$ cat config.mk
export PLATFORM = sky130hd
export DESIGN_NAME = chtr_ctrl
export DESIGN_NICKNAME = d
export VERILOG_FILES = /design/src/sv/chtr_pkg.sv /design/src/sv/chtr_ctrl.sv
export VERILOG_INCLUDE_DIRS = /design/src /design/src/sv
export SDC_FILE = /design/constraint.sdc
export NUM_CORES = 1
export LEC_CHECK = 0
export BUFFER_PORTS_ARGS = -buffer_cell sky130_fd_sc_hd__buf_2
export CAP_MARGIN = 15
export CORE_AREA = 10 10 47 49
export DETAILED_ROUTE_END_ITERATION = 8
export DIE_AREA = 0 0 57 59
export SLEW_MARGIN = 20
export SYNTH_ARGS = -nofsm -noshare
export SYNTH_HDL_FRONTEND = slang
export SYNTH_SLANG_ARGS = --single-unit
export TNS_END_PERCENT = 5
$ cat constraint.sdc
create_clock -name clk -period 1.4 [get_ports clk]
set_clock_uncertainty 0.15 [all_clocks]
set_input_delay 0.14 -clock clk [delete_from_list [all_inputs] [get_ports clk]]
set_output_delay 0.14 -clock clk [all_outputs]
set_load 0.05 [all_outputs]
$ cat src/sv/clustered_hash_table_replacement_defines.svh
`ifndef CLUSTERED_HASH_TABLE_REPLACEMENT_DEFINES_SVH
`define CLUSTERED_HASH_TABLE_REPLACEMENT_DEFINES_SVH

// Checks that a condition holds in the same cycle as its trigger.
`define CHTR_ASSERT_NOW(label, ante, cons, msg) \
    label: assert property (@(posedge clk) disable iff (!rst_n) (ante) |-> (cons)) \
        else $error(msg);

// Checks that a condition holds in the cycle after its trigger.
`define CHTR_ASSERT_NEXT(label, ante, cons, msg) \
    label: assert property (@(posedge clk) disable iff (!rst_n) (ante) |=> (cons)) \
        else $error(msg);

`endif

$ cat src/sv/chtr_pkg.sv
package chtr_pkg;

    localparam int MAX_CLUSTERS = 1024;
    localparam int WAYS         = 4;

    localparam int CLUSTER_W = (MAX_CLUSTERS > 1) ? $clog2(MAX_CLUSTERS) : 1;
    localparam int WAY_W     = (WAYS > 1) ? $clog2(WAYS) : 1;

    localparam int KEY_W   = 64;
    localparam int DATA_W  = 64;
    localparam int HALF_W  = 32;
    localparam int ENTRY_W = KEY_W + DATA_W;
    localparam int ROW_W   = WAYS * ENTRY_W;

    localparam int MOVE_W  = 16;
    localparam int VALUE_W = 16;
    localparam int EVAL_W  = 16;
    localparam int DEPTH_W = 8;
    localparam int BOUND_W = 2;
    localparam int GEN_W   = 6;
    localparam int CC_W    = 11;

    localparam int MOVE_LSB  = 0;
    localparam int DEPTH_LSB = 48;
    localparam int GEN_LSB   = 58;

    localparam int MUL_W   = HALF_W + CC_W;
    localparam int SUM_W   = MUL_W + 1;
    localparam int WORTH_W = GEN_W + 5;

    localparam int CC_MAX = (1 << CC_W) - 1;
    localparam logic [CC_W-1:0] CC_LIMIT =
        CC_W'((MAX_CLUSTERS < CC_MAX) ? MAX_CLUSTERS : CC_MAX);
    localparam logic [CC_W-1:0] CC_RESET = CC_W'(1024);

    localparam int CFG_INDEX_W = 1;
    localparam int CFG_DATA_W  = CC_W;

    typedef enum logic [CFG_INDEX_W-1:0] {
        REG_CLUSTER_COUNT = 1'b0,
        REG_GENERATION    = 1'b1
    } cfg_reg_t;

    localparam logic FUNC_PROBE = 1'b0;
    localparam logic FUNC_STORE = 1'b1;

    typedef struct packed {
        logic clear_wr;
        logic capture;
        logic read;
        logic commit;
    } cmd_t;

    typedef struct packed {
        logic clear_last;
        logic out_free;
    } status_t;

    // Worth is depth less eight times the age relative to the current generation.
    function automatic logic signed [WORTH_W-1:0] entry_worth(
        input logic [DATA_W-1:0] d,
        input logic [GEN_W-1:0]  gen
    );
        logic [GEN_W-1:0]          age;
        logic signed [WORTH_W-1:0] dep;
        logic signed [WORTH_W-1:0] pen;
        age = gen - d[GEN_LSB +: GEN_W];
        dep = WORTH_W'(signed'(d[DEPTH_LSB +: DEPTH_W]));
        pen = signed'(WORTH_W'({age, 3'b000}));
        return dep - pen;
    endfunction

endpackage

$ cat src/sv/chtr_ctrl.sv
`include "clustered_hash_table_replacement_defines.svh"

module chtr_ctrl
(
    input  logic              clk,
    input  logic              rst_n,
    input  logic              in_valid,
    output logic              in_stall,
    input  chtr_pkg::status_t status,
    output chtr_pkg::cmd_t    cmd
);

    typedef enum logic [1:0] {
        S_CLEAR,
        S_IDLE,
        S_INDEX,
        S_EVAL
    } state_t;

    state_t state_reg;
    state_t state_next;
    logic   in_stall_reg;

    always_comb
    begin
        state_next = state_reg;
        cmd        = '0;
        case (state_reg)
            S_CLEAR:
            begin
                cmd.clear_wr = 1'b1;
                if (status.clear_last)
                begin
                    state_next = S_IDLE;
                end
            end
            S_IDLE:
            begin
                if (in_valid && !in_stall_reg)
                begin
                    cmd.capture = 1'b1;
                    state_next  = S_INDEX;
                end
            end
            S_INDEX:
            begin
                cmd.read   = 1'b1;
                state_next = S_EVAL;
            end
            S_EVAL:
            begin
                if (status.out_free)
                begin
                    cmd.commit = 1'b1;
                    state_next = S_IDLE;
                end
            end
            default:
            begin
                state_next = S_IDLE;
            end
        endcase
    end

    always_ff @(posedge clk or negedge rst_n)
    begin
        if (!rst_n)
        begin
            state_reg    <= S_CLEAR;
            in_stall_reg <= 1'b1;
        end
        else
        begin
            state_reg    <= state_next;
            in_stall_reg <= (state_next != S_IDLE);
        end
    end

    assign in_stall = in_stall_reg;

    `CHTR_ASSERT_NOW(a_commit_needs_room, cmd.commit, status.out_free, "result committed into a full output register")
    `CHTR_ASSERT_NEXT(a_capture_then_read, cmd.capture, cmd.read, "cluster read does not follow a captured request")
    `CHTR_ASSERT_NOW(a_stall_while_busy, state_reg != S_IDLE, in_stall, "request taken while busy")

endmodule

==> results.json <==
{
  "outcome": "complete, no violations",
  "wl_um": 409,
  "fin_crit_ps": 1370,
  "worstPathCellList": "nand3b_1 > nor2_2 > buf_6",
  "slew_headroom_pct": 83.3,
  "peakVddDrop_mv": 0.442,
  "netlist_area_um2": 131,
  "endpoint_kind": "output pin",
  "first_pass_iters": 2,
  "p_switching_mw": 0.334,
  "ys_seq_area_share_pct": 58.1,
  "p_leak_nw": 0.124,
  "htree_levels": 1,
  "setup_viol": 0,
  "post-route-period-util_pct": 97.7,
  "synth_cell_types": 10,
  "routedWlPerCell_um": 9.30,
  "grt_start_max_net_pins": 6,
  "synth_top_family_by_area": "simple AND/OR/NAND/NOR gates",
  "p_int_mw": 0.367,
  "start_util_pct": 9.38,
  "post_dp_cell_area_um2": 199,
  "yosysMostFrequentCell": "nor2_1",
  "synthAdderAreaFrac_pct": 0,
  "synth.area.top_cells": "dfrtp_1 (38%), dfstp_2 (20%), nor2_1 (8.6%), a21o_1 (5.7%), and3_2 (5.7%)",
  "cp_slowest_cell": "dfstp_2",
  "cts_sinks": 3,
  "fin_total_pwr_mw": 0.702,
  "synth_top_area_share_pct": 38.1,
  "rows": 14,
  "hold_violations": 0,
  "grt_pass1_wl_um": 696,
  "crit_buf_inv": 1,
  "io_pins": 10,
  "port_buffers": 9,
  "cts_root_buffer": "clkbuf_4",
  "cts_tree": "yes",
  "yosys_warnings": 0,
  "sw_frac_of_total_pct": 47.7,
  "synth_flop_cell": "dfrtp_1",
  "stdcell_area_um2": 258,
  "grt_pass1_vias": 165,
  "largest_reg_flops": 2,
  "cp_top_family": "flip-flops",
  "cp.required_ps": 1110,
  "cts_buffers": 3,
  "viasPerCell": 3.41,
  "async_flop_share_pct": 100,
  "pwr-share-comb_pct": 53.6,
  "overflow": 0,
  "max_stage_delay_ps": 510,
  "synthMuxAreaShare_pct": 0,
  "fmax_mhz": 731,
  "final_max_slew_viol_count": 0,
  "cap_violations": 0,
  "synth_edf_count": 0,
  "die-area_um2": 3360,
  "pwr-share-seq_pct": 25.3,
  "nNetsFinal": 34,
  "drt_iter0_markers": 3,
  "clkLatencyLatePin_ps": 230,
  "synth_largest_area_cell": "dfrtp_1",
  "worst_slew_pin_slew_ps": 252,
  "path_class": "reg2out",
  "core-area_um2": 1400,
  "synth.net_count": 18,
  "gp_congestion": 0.684,
  "antenna_found_initial": 0,
  "drc": 0,
  "postSynthAreaPerCell_um2": 10.1,
  "track_usage_pct": 3.16,
  "n_antenna_cell": 0,
  "drive_gt1_share_pct": 57.1,
  "hp-class": "in2reg",
  "synth-seq-cells": 3,
  "synth_xor_area_share_pct": 0,
  "worstSetupStartpointType": "flip-flop",
  "yosys.area_share.simple_pct": 24.8,
  "path_clk_slew_ps": 30,
  "antenna_left": 0,
  "p_clk_share_pct": 21.2,
  "worst-path-max-fanout": 2,
  "routed-via-count": 150,
  "synthToLayoutAreaGrowth_pct": 96.2,
  "power_density_nw_per_um2": 2720,
  "die_y_um": 59,
  "synth_common_cells": "nor2_1 (3), dfrtp_1 (2)",
  "rsz0062_at_grt": "true",
  "clockBufferDepth": 2,
  "fp.dieW_um": 57,
  "arrival_ps": 1080,
  "fill_cells": 168,
  "synth_compound_area_share_pct": 14.3,
  "synthCells": 13
}
-- metrics by stage --
stage / util (%) / instances / setup WS, ps / hold slack, ps / TNS, ps
2_1_floorplan: - / 13 / -16.0 / -306 / -24.3
3_5_place_dp: 14.2 / 38 / 169 / -211 / 0
5_1_grt: 18.4 / 44 / -26.6 / 51.3 / -26.6
3_3_place_gp: 14.2 / 38 / 181 / -214 / 0
4_1_cts: 17.9 / 44 / 15.4 / 25.0 / 0
6_report: 18.4 / 44 / 31.8 / 25.0 / 0
-- layout by cell type (no fill, tap or decap) --
| cell type | instances |
|---|---|
| or2_1 | 1 |
| and3_2 | 1 |
| clkbuf_4 | 3 |
| buf_6 | 2 |
| inv_1 | 1 |
| a31oi_1 | 1 |
| dlygate4sd3_1 | 1 |
| dfstp_2 | 1 |
| a21oi_1 | 1 |
| buf_4 | 2 |
| a21o_1 | 1 |
| dfrtp_1 | 2 |
| clkbuf_1 | 1 |
| nor2_2 | 1 |
| nand3b_1 | 1 |
| buf_2 | 6 |
| nor2_1 | 2 |
-- layout make-up --
| class | count | area (um^2) | area share, % |
|---|---|---|---|
| clock buffer | 4 | 26.3 | 10.2 |
| inverter | 1 | 3.75 | 1.46 |
| multi-input combinational | 9 | 53.8 | 20.9 |
| sequential | 3 | 76.3 | 29.6 |
| tap | 16 | 20.0 | 7.77 |
| timing repair buffer | 11 | 77.6 | 30.1 |
-- what timing repair did --
| action | CTS | global route |
|---|---|---|
| setup endpoints to repair | 2 | 3 |
| hold endpoints to repair | 3 | 0 |
| buffers inserted | 1 | 0 |
| resized for setup | 3 | 3 |
| hold buffers | 1 | 0 |
| gates cloned | 0 | 0 |
-- path summary, 6_finish.rpt --
check	from	endpoint	slack, ps	cells past startpoint
setup / recovery	in_stall$_DFF_PN1_	cmd[2]	30	3
hold / removal	status[1]	in_stall$_DFF_PN1_	30	3
setup reg to reg	in_stall$_DFF_PN1_	state_reg[1]$_DFF_PN0_	290	3
hold reg to reg	state_reg[1]$_DFF_PN0_	state_reg[0]$_DFF_PN0_	390	1
max in group asynchronous	rst_n	in_stall$_DFF_PN1_	820	2
min in group asynchronous	rst_n	state_reg[0]$_DFF_PN0_	80	2
-- layer usage --
metal | part of all wire [%] | vias up | GRT usage, %
met5 | 0 | - | 0
met4 | 5.6 | 0 | 7.05
met3 | 14 | 2 | 2.15
met2 | 41 | 10 | 3.41
met1 | 38 | 64 | 2.40
li1 | - | 74 | -
-- cells by family (layout without fill, tap and decap cells) --
kind of cell | count (synthesis) | in the layout
AO/OA/AOI/OAI | 3 | 3
buffers and inverters | 1 | 16
flip-flops | 3 | 3
AND/OR/NAND/NOR | 6 | 6
-- tightest hold or removal path, delay by kind of cell --
family	cells	cell delay (ps)
compound gates	1	90
buf+inv	1	70
simple gates	1	100
-- power groups by stage --
stage	clock [mW]	combinational (mW)	sequential, mW
final	0.149	0.376	0.177
after floorplan	0	0.208	0.228
after global placement	0	0.330	0.177
after detailed placement	0	0.334	0.178
after global routing	0.167	0.403	0.184
after CTS	0.160	0.368	0.177
Note: power is estimated with default switching activity, not from simulation.
